**config.mk**
```make
export PLATFORM = sky130hd
export DESIGN_NAME = hsv_hsl_to_rgb
export DESIGN_NICKNAME = d
export VERILOG_FILES = /design/src/hdl/hsvrgb_pkg.sv /design/src/hdl/hsv_hsl_to_rgb.sv
export VERILOG_INCLUDE_DIRS = /design/src /design/src/hdl
export SDC_FILE = /design/constraint.sdc
export NUM_CORES = 2
export LEC_CHECK = 0
export ABC_AREA = 1
export BUFFER_PORTS_ARGS = -buffer_cell sky130_fd_sc_hd__buf_2
export CAP_MARGIN = 20
export CELL_PAD_IN_SITES_DETAIL_PLACEMENT = 2
export CELL_PAD_IN_SITES_GLOBAL_PLACEMENT = 2
export CORE_MARGIN = 5
export CORE_UTILIZATION = 40
export DETAILED_ROUTE_END_ITERATION = 8
export PLACE_DENSITY = 0.88
export SETUP_SLACK_MARGIN = 0.05
export SYNTH_ARGS = -nofsm -noshare
export SYNTH_HDL_FRONTEND = slang
export SYNTH_SLANG_ARGS = --single-unit
```
**constraint.sdc**
```tcl
create_clock -name i_clk -period 15.6 [get_ports i_clk]
set_input_delay 1.56 -clock i_clk [delete_from_list [all_inputs] [get_ports i_clk]]
set_output_delay 1.56 -clock i_clk [all_outputs]
set_load 0.02 [all_outputs]
```
**src/hdl/hsv_hsl_to_rgb_macros.svh**
```systemverilog
// Assertion macros shared by the color conversion RTL.
// Needs i_clk and i_rst_n in the scope where a macro is used.
`ifndef HSV_HSL_TO_RGB_MACROS_SVH
`define HSV_HSL_TO_RGB_MACROS_SVH

// Check that cons holds in the same cycle as ante.
`define HSVRGB_ASSERT_NOW(lbl, ante, cons, msg) \
    lbl: assert property (@(posedge i_clk) disable iff (!i_rst_n) (ante) |-> (cons)) \
        else $error(msg);

// Check that cons holds in the cycle after ante.
`define HSVRGB_ASSERT_NEXT(lbl, ante, cons, msg) \
    lbl: assert property (@(posedge i_clk) disable iff (!i_rst_n) (ante) |=> (cons)) \
        else $error(msg);

`endif

```
**src/hdl/hsvrgb_pkg.sv**
```systemverilog
// Constants and types for the HSV/HSL to RGB conversion pipeline.
// Used by hsv_hsl_to_rgb; depends on nothing else.
package hsvrgb_pkg;

    // Number formats of the input word
    localparam int HUE_FRAC_BITS  = 4;
    localparam int UNIT_FRAC_BITS = 12;
    localparam int IN_W           = 13;
    localparam int OUT_W          = 8;

    localparam int UNIT_ONE = 1 << UNIT_FRAC_BITS;
    localparam int HUE_SECT = 60 << HUE_FRAC_BITS;
    localparam int HUE_FULL = 360 << HUE_FRAC_BITS;
    localparam int NUM_SECT = 6;

    // Packed stream words
    localparam int IN_TDATA_W  = ((3 * IN_W + 7) / 8) * 8;
    localparam int OUT_TDATA_W = ((3 * OUT_W + 7) / 8) * 8;

    // Internal widths: chroma, doubled offset, sector fraction, products
    localparam int C_W  = 2 * UNIT_FRAC_BITS + 1;
    localparam int M2_W = 2 * UNIT_FRAC_BITS + 2;
    localparam int F_W  = $clog2(HUE_SECT + 1);
    localparam int P_W  = C_W + F_W;
    localparam int A_W  = P_W + 1;
    localparam int N_W  = A_W + OUT_W;

    // Divide by 2*ONE^2*SECT: SECT = 15 * 2^(HUE_FRAC_BITS+2)
    localparam int SECT_ODD   = 15;
    localparam int RND_SHIFT  = 2 * UNIT_FRAC_BITS + 1 + HUE_FRAC_BITS + 2;
    localparam int BYTE_MAX   = (1 << OUT_W) - 1;
    localparam int W_W        = 13;
    localparam int W_MAX      = BYTE_MAX * SECT_ODD + SECT_ODD / 2;
    localparam logic [N_W-1:0] RND_HALF = N_W'(SECT_ODD) << (RND_SHIFT - 1);

    // Reciprocal of 15, exact floor for dividends below 4681
    localparam int RECIP_SHIFT = 16;
    localparam int RECIP       = ((1 << RECIP_SHIFT) + SECT_ODD - 1) / SECT_ODD;
    localparam int Q_W         = 2 * W_W;

    // Pipeline depth
    localparam int NSTG = 7;

    typedef enum logic {
        MODE_HSV = 1'b0,
        MODE_HSL = 1'b1
    } t_mode;

    typedef enum logic [2:0] {
        SEC_RED_YEL = 3'd0,
        SEC_YEL_GRN = 3'd1,
        SEC_GRN_CYN = 3'd2,
        SEC_CYN_BLU = 3'd3,
        SEC_BLU_MAG = 3'd4,
        SEC_MAG_RED = 3'd5
    } t_sector;

    // Channel index within the per-channel arrays
    localparam int CH_RED   = 0;
    localparam int CH_GREEN = 1;
    localparam int CH_BLUE  = 2;

endpackage

```
**src/hdl/hsv_hsl_to_rgb.sv**
```systemverilog
// HSV/HSL to 8-bit RGB conversion, seven register stages.
// An accepted word passes through the stage 0 to stage 6 registers in order; o_m_tvalid is the stage 6 valid bit.
// Throughput: one word per cycle; a stall at the output backs up through the stage valid bits.
// Reset (synchronous, active low) clears the stage valid bits only; no state is kept.
// Depends on hsvrgb_pkg and hsv_hsl_to_rgb_macros.svh.
`include "hsv_hsl_to_rgb_macros.svh"

module hsv_hsl_to_rgb (
    input  logic                                i_clk,
    input  logic                                i_rst_n,
    input  logic                                i_s_tvalid,
    output logic                                o_s_tready,
    // [12:0] hue, [25:13] saturation, [38:26] brightness, [39] zero
    input  logic [hsvrgb_pkg::IN_TDATA_W-1:0]   i_s_tdata,
    // [0] command (0 HSV, 1 HSL)
    input  logic                                i_s_tuser,
    output logic                                o_m_tvalid,
    input  logic                                i_m_tready,
    // [7:0] red, [15:8] green, [23:16] blue
    output logic [hsvrgb_pkg::OUT_TDATA_W-1:0]  o_m_tdata
);
    import hsvrgb_pkg::*;

    // Stage valid bits and advance enables
    logic [NSTG-1:0] r_vld;
    logic [NSTG-1:0] n_vld;
    logic [NSTG-1:0] en;

    // Stage 0: clamped inputs, sector, multiplicand
    t_mode             r0_mode;
    t_sector           r0_sect;
    logic [F_W-1:0]    r0_rem;
    logic [IN_W-1:0]   r0_b;
    logic [IN_W-1:0]   r0_s;
    logic [IN_W-1:0]   r0_a;

    // Stage 1: chroma
    t_mode             r1_mode;
    t_sector           r1_sect;
    logic [F_W-1:0]    r1_rem;
    logic [IN_W-1:0]   r1_b;
    logic [C_W-1:0]    r1_c;

    // Stage 2: offset and per-channel sector fraction
    logic [C_W-1:0]            r2_c;
    logic [M2_W-1:0]           r2_m2;
    logic [2:0][F_W-1:0]       r2_f;

    // Stage 3: chroma share per channel
    logic [2:0][P_W-1:0]       r3_p;
    logic [M2_W-1:0]           r3_m2;

    // Stage 4: channel numerator
    logic [2:0][A_W-1:0]       r4_a;

    // Stage 5: scaled and rounded, still times 15
    logic [2:0][W_W-1:0]       r5_w;

    // Stage 6: output bytes
    logic [2:0][OUT_W-1:0]     r6_byte;

    // Input field split
    logic [IN_W-1:0] in_hue;
    logic [IN_W-1:0] in_sat;
    logic [IN_W-1:0] in_bri;

    assign in_hue = i_s_tdata[IN_W-1:0];
    assign in_sat = i_s_tdata[2*IN_W-1:IN_W];
    assign in_bri = i_s_tdata[3*IN_W-1:2*IN_W];

    // Build the enable chain from the output back
    always_comb begin
        en[NSTG-1] = !r_vld[NSTG-1] || i_m_tready;
        for (int k = NSTG - 2; k >= 0; k--) begin
            en[k] = !r_vld[k] || en[k+1];
        end
    end

    assign o_s_tready = en[0];

    // Move valid bits one stage on each enable
    always_comb begin
        n_vld = r_vld;
        if (en[0]) begin
            n_vld[0] = i_s_tvalid;
        end
        for (int k = 1; k < NSTG; k++) begin
            if (en[k]) begin
                n_vld[k] = r_vld[k-1];
            end
        end
    end

    always_ff @(posedge i_clk) begin
        if (!i_rst_n) begin
            r_vld <= '0;
        end else begin
            r_vld <= n_vld;
        end
    end

    // Stage 0 logic: clamp, find sector, pick chroma multiplicand
    logic [IN_W-1:0] s0_h;
    logic [IN_W-1:0] s0_s;
    logic [IN_W-1:0] s0_b;
    t_sector         s0_sect;
    logic [F_W-1:0]  s0_rem;
    logic [IN_W:0]   s0_twice;
    logic [IN_W:0]   s0_dist;
    logic [IN_W-1:0] s0_a;

    always_comb begin
        s0_h = (in_hue >= IN_W'(HUE_FULL)) ? '0 : in_hue;
        s0_s = (in_sat > IN_W'(UNIT_ONE)) ? IN_W'(UNIT_ONE) : in_sat;
        s0_b = (in_bri > IN_W'(UNIT_ONE)) ? IN_W'(UNIT_ONE) : in_bri;

        s0_sect = SEC_RED_YEL;
        s0_rem  = F_W'(s0_h);
        for (int k = 1; k < NUM_SECT; k++) begin
            if (s0_h >= IN_W'(k * HUE_SECT)) begin
                s0_sect = t_sector'(3'(k));
                s0_rem  = F_W'(s0_h - IN_W'(k * HUE_SECT));
            end
        end

        // HSL: 1 - |2L - 1|
        s0_twice = {s0_b, 1'b0};
        s0_dist  = (s0_twice >= (IN_W+1)'(UNIT_ONE)) ? s0_twice - (IN_W+1)'(UNIT_ONE)
                                                     : (IN_W+1)'(UNIT_ONE) - s0_twice;
        if (t_mode'(i_s_tuser) == MODE_HSL) begin
            s0_a = IN_W'((IN_W+1)'(UNIT_ONE) - s0_dist);
        end else begin
            s0_a = s0_b;
        end
    end

    always_ff @(posedge i_clk) begin
        if (en[0]) begin
            r0_mode <= t_mode'(i_s_tuser);
            r0_sect <= s0_sect;
            r0_rem  <= s0_rem;
            r0_b    <= s0_b;
            r0_s    <= s0_s;
            r0_a    <= s0_a;
        end
    end

    // Stage 1: chroma product
    always_ff @(posedge i_clk) begin
        if (en[1]) begin
            r1_mode <= r0_mode;
            r1_sect <= r0_sect;
            r1_rem  <= r0_rem;
            r1_b    <= r0_b;
            r1_c    <= C_W'(r0_a * r0_s);
        end
    end

    // Stage 2 logic: doubled offset and component order
    logic [M2_W-1:0]     s2_bz;
    logic [M2_W-1:0]     s2_cz;
    logic [M2_W-1:0]     s2_m2;
    logic [F_W-1:0]      s2_x;
    logic [2:0][F_W-1:0] s2_f;

    always_comb begin
        s2_bz = M2_W'(r1_b) << UNIT_FRAC_BITS;
        s2_cz = M2_W'(r1_c);
        if (r1_mode == MODE_HSL) begin
            s2_m2 = (s2_bz << 1) - s2_cz;
        end else begin
            s2_m2 = (s2_bz - s2_cz) << 1;
        end

        // Falling edge of the sector on odd sectors
        s2_x = r1_sect[0] ? F_W'(HUE_SECT) - r1_rem : r1_rem;

        s2_f = '0;
        case (r1_sect)
            SEC_RED_YEL: begin
                s2_f[CH_RED]   = F_W'(HUE_SECT);
                s2_f[CH_GREEN] = s2_x;
            end
            SEC_YEL_GRN: begin
                s2_f[CH_RED]   = s2_x;
                s2_f[CH_GREEN] = F_W'(HUE_SECT);
            end
            SEC_GRN_CYN: begin
                s2_f[CH_GREEN] = F_W'(HUE_SECT);
                s2_f[CH_BLUE]  = s2_x;
            end
            SEC_CYN_BLU: begin
                s2_f[CH_GREEN] = s2_x;
                s2_f[CH_BLUE]  = F_W'(HUE_SECT);
            end
            SEC_BLU_MAG: begin
                s2_f[CH_RED]   = s2_x;
                s2_f[CH_BLUE]  = F_W'(HUE_SECT);
            end
            default: begin
                s2_f[CH_RED]   = F_W'(HUE_SECT);
                s2_f[CH_BLUE]  = s2_x;
            end
        endcase
    end

    always_ff @(posedge i_clk) begin
        if (en[2]) begin
            r2_c  <= r1_c;
            r2_m2 <= s2_m2;
            r2_f  <= s2_f;
        end
    end

    // Stage 3: chroma times sector fraction, per channel
    always_ff @(posedge i_clk) begin
        if (en[3]) begin
            r3_m2 <= r2_m2;
            for (int k = 0; k < 3; k++) begin
                r3_p[k] <= P_W'(r2_c * r2_f[k]);
            end
        end
    end

    // Stage 4: add the offset scaled to the common denominator
    always_ff @(posedge i_clk) begin
        if (en[4]) begin
            for (int k = 0; k < 3; k++) begin
                r4_a[k] <= (A_W'(r3_p[k]) << 1) + A_W'(A_W'(r3_m2) * A_W'(HUE_SECT));
            end
        end
    end

    // Stage 5: times 255, round half up, drop the power-of-two part
    logic [2:0][N_W-1:0] s5_n;

    always_comb begin
        for (int k = 0; k < 3; k++) begin
            s5_n[k] = N_W'(N_W'(r4_a[k]) * N_W'(BYTE_MAX)) + RND_HALF;
        end
    end

    always_ff @(posedge i_clk) begin
        if (en[5]) begin
            for (int k = 0; k < 3; k++) begin
                r5_w[k] <= W_W'(s5_n[k] >> RND_SHIFT);
            end
        end
    end

    // Stage 6: divide by 15 through the reciprocal, clamp to a byte
    logic [2:0][Q_W-1:0]         s6_q;
    logic [2:0][Q_W-RECIP_SHIFT-1:0] s6_v;

    always_comb begin
        for (int k = 0; k < 3; k++) begin
            s6_q[k] = Q_W'(r5_w[k] * W_W'(RECIP));
            s6_v[k] = s6_q[k][Q_W-1:RECIP_SHIFT];
        end
    end

    always_ff @(posedge i_clk) begin
        if (en[6]) begin
            for (int k = 0; k < 3; k++) begin
                r6_byte[k] <= (s6_v[k] > (Q_W-RECIP_SHIFT)'(BYTE_MAX)) ? OUT_W'(BYTE_MAX)
                                                                       : OUT_W'(s6_v[k]);
            end
        end
    end

    assign o_m_tvalid = r_vld[NSTG-1];
    assign o_m_tdata  = OUT_TDATA_W'({r6_byte[CH_BLUE], r6_byte[CH_GREEN], r6_byte[CH_RED]});

    // Checks on the pipeline control and the scaled range
    `HSVRGB_ASSERT_NEXT(a_accept_fills, i_s_tvalid && o_s_tready, r_vld[0], "accepted word lost at stage 0")
    `HSVRGB_ASSERT_NOW(a_ready_full, !o_s_tready, &r_vld, "input stalled with a bubble in the pipeline")
    `HSVRGB_ASSERT_NEXT(a_stall_keeps, r_vld[NSTG-2] && !en[NSTG-2], r_vld[NSTG-2], "stalled word dropped ahead of the output")
    `HSVRGB_ASSERT_NOW(a_w_range, r_vld[5], (r5_w[CH_RED] <= W_W'(W_MAX)) && (r5_w[CH_GREEN] <= W_W'(W_MAX)) && (r5_w[CH_BLUE] <= W_W'(W_MAX)), "scaled channel above full scale")

endmodule
```
==> results by group <==
Clock network
  – Post-CTS Resized: 0
  – H-tree depth: 3
  – Buffer depth of the longest clock path: 3
  – CTS sink count: around 490
  – Root buffer cell: clkbuf_16
  – Clk slew on worst S/H paths: roughly 80 ps
  – Inserted Clock Buffers: 69
  – Clock Latency Late Sink: ~740 ps
  – Post-CTS Setup Bufs: 0
  – CTS Hold Buffers Added: 0
  – CTS tree: yes

Synth
  – Ys async rst share: 0%
  – EDFF count, synth: approximately 490
  – Yosys reg bits: ~500
  – Synth area leaders: fa_1, edfxtp_1, ha_1
  – Syn Nets: 11299
  – Top-area cell type share of the netlist area: between 30% and 40%
  – Synth Instances: between 9000 and 10000
  – Unique masters post-synth: between 50 and 60
  – Mean post-synth cell area: 8.73 µm²
  – Area of the mapped netlist: slightly below 80000 µm²
  – Sequential cell area fraction in the yosys report: roughly 18%
  – Syn. warnings: 0
  – Cell taking the most area after synthesis: fa_1
  – Top_reg_cell synth: edfxtp_1

Worst setup path
  – Critical Path Sink Type: output pin
  – Worst path max stage delay: between 600 and 700 ps
  – CP Launch Type: input port
  – Worst-path maximum fanout: 55
  – Crit-path slowest cell: inv_2
  – WS Path Type: in2out
  – Cell Chain, Critical Path: buf_2 > nor2_1 > inv_1 > nor2_1 > inv_2 > nor2_1 > inv_4 > nor2_1 > inv_4 > nor2_1 > clkinv_2 > nor2_1 > nand2_2 > buf_4 > buf_2
  – WP data required: ~14000 ps
  – Critical path data arrival time: about 5300 ps
  – Most frequent CP cell: nor2_1

Floorplan
  – Die area: 208000 µm²
  – CORE AREA: between 150000 and 200000 µm²
  – Row count: around 160
  – Die span in y: 456 µm
  – Initial Util: about 40%
  – Io pins: between 70 and 80
  – Die W: between 400 and 500 µm

Cells and area
  – Most frequent cells in the layout: inv_1, nand2_1, fa_1
  – Area Overhead vs Synth: 7.86%
  – Layout cells sized above 1: between 3 and 4%
  – NumNets Final: about 11000
  – Fin area: around 86000 µm²
  – Commonest non-fill, non-tap cell in the layout: inv_1
  – Util after Layout: 43.4%

Timing
  – Final Critical Period: 6890 ps
  – Fin. max-slew vios: 0
  – Slew HR: a little under a fifth
  – Fin Setup TNS: 0 ps
  – Final setup fails: 0
  – Worst-Margin Slew: 1220 ps
  – Fmax: ~150 MHz
  – Fin. Hold Viols: 0
  – Period utilisation layout: about 44%
  – Worst-case clock skew: slightly below 50 ps
  – Unrepaired setup endpoints after global routing: no

Drt
  – Detailed-route via count: around 68000
  – Initial drt markers: 4530
  – Wirelength, routed: 346000 µm
  – Antenna viol nets, final: 0
  – DRC viols: 0
  – First-pass DRT Iterations: 6
  – Drt wl/cell: ~29 µm
  – Vias per cell: 5.71

Placement
  – IO buf count: 69
  – Dpl cell area: around 83000 µm²
  – Routability cong.: 0.904
  – Dpl hpwl: roughly 250000 µm

Global routing
  – Initial antenna violation count: 3
  – Gr usage total: 32.1%
  – Vias in the first global route: around 82000
  – Grt total ovfl: 0
  – First-pass GRT wire length: just over 500000 µm
  – Maximum number of pins on one net before global-route repair: 84

Hold path
  – Hold Crit Class: reg2reg

Job
  – Max-Cap Viols: 0

Status
  – Status: completed
path summary, 6_finish.rpt:
path         slack (ps)  depth (start not counted)               start                  end
max                8710                         15          i_m_tready           o_s_tready
min                 410                          0   r3_p[4]$_DFFE_PP_    r4_a[5]$_DFFE_PP_
max reg2reg        8760                         22  r3_m2[0]$_DFFE_PP_  r4_a[104]$_DFFE_PP_
min reg2reg         410                          0   r3_p[4]$_DFFE_PP_    r4_a[5]$_DFFE_PP_
through the flow:
stage          worst slack, ps  std cells  hold WS [ps]
2_1_floorplan             2780       9110           400
3_3_place_gp              9050      11669           401
3_5_place_dp              8780      11670           407
4_1_cts                   8640      11794           406
5_1_grt                   8460      11817           420
6_report                  8710      11817           408
registers in the layout, indices dropped and copies added (netlist names):
signal / count
r2_c: 25
r1_b: 13
r4_a: 105
r_vld: 7
r0_mode: 1
r0_rem: 10
r2_m2: 26
r1_mode: 1
r0_a: 13
r5_w: 39
r2_f: 30
r0_s: 13
r1_c: 25
r0_b: 13
r1_sect: 3
o_m_tdata: 24
r0_sect: 3
r3_p: 105
r1_rem: 10
r3_m2: 26
critical path: cells and delay by family:
family                 cells  cell delay (ps)
buffers and inverters      8             2810
AND/OR/NAND/NOR            7              910
logic make-up (layout without fill, tap and decap cells):
| kind of cell | after synthesis | after routing | synth area share (%) |
|---|---|---|---|
| buffers and inverters | 2611 | 2677 | 12.4 |
| AND/OR/NAND/NOR | 2464 | 2464 | 12.5 |
| adder cells (fa/ha/maj) | 2144 | 2144 | 45.4 |
| AO/OA/AOI/OAI | 1070 | 1070 | 7.53 |
| flip-flops | 492 | 492 | 18.5 |
| XOR/XNOR | 329 | 329 | 3.68 |
| other | 0 | 1 | 0 |
area by class of cell:
class / count / area, µm²
fill: 21546 / 112000
sequential: 492 / 14700
timing repair buffer: 151 / 1300
tap: 2640 / 3300
clock buffer: 81 / 1820
multi-input combinational: 6007 / 55000
inverter: 2402 / 9020
antenna: 1 / 2.50
clock inverter: 43 / 594
Yosys cell counts, types with 9 or more instances:
| master | instances |
|---|---|
| nand2_1 | 1703 |
| xnor2_1 | 128 |
| o21ai_1 | 9 |
| nor3_1 | 52 |
| nor4_1 | 38 |
| xor2_1 | 198 |
| fa_1 | 1237 |
| inv_1 | 2394 |
| o21ai_0 | 292 |
| a211oi_1 | 10 |
| a21boi_0 | 16 |
| nand3_1 | 187 |
| a21oi_1 | 522 |
| nand2_2 | 12 |
| nand4_1 | 54 |
| o21a_1 | 35 |
| o31ai_1 | 17 |
| nor2_1 | 385 |
| clkbuf_1 | 203 |
| edfxtp_1 | 485 |
| o2111ai_1 | 14 |
| a31oi_1 | 32 |
| o211ai_1 | 20 |
| o21bai_1 | 29 |
| a21o_1 | 40 |
| ha_1 | 907 |
routing by layer:
metal	GRT usage [%]	vias to the layer above	part of all wire, %
met5	0	-	0.0023
met3	4.99	1410	5.1
li1	-	27943	-
met4	21.9	2	8.5
met1	34.0	35102	35
met2	58.7	3045	51
Power is not shown: default switching activity piles up to over one toggle a cycle in this logic, so the estimate is an artifact.
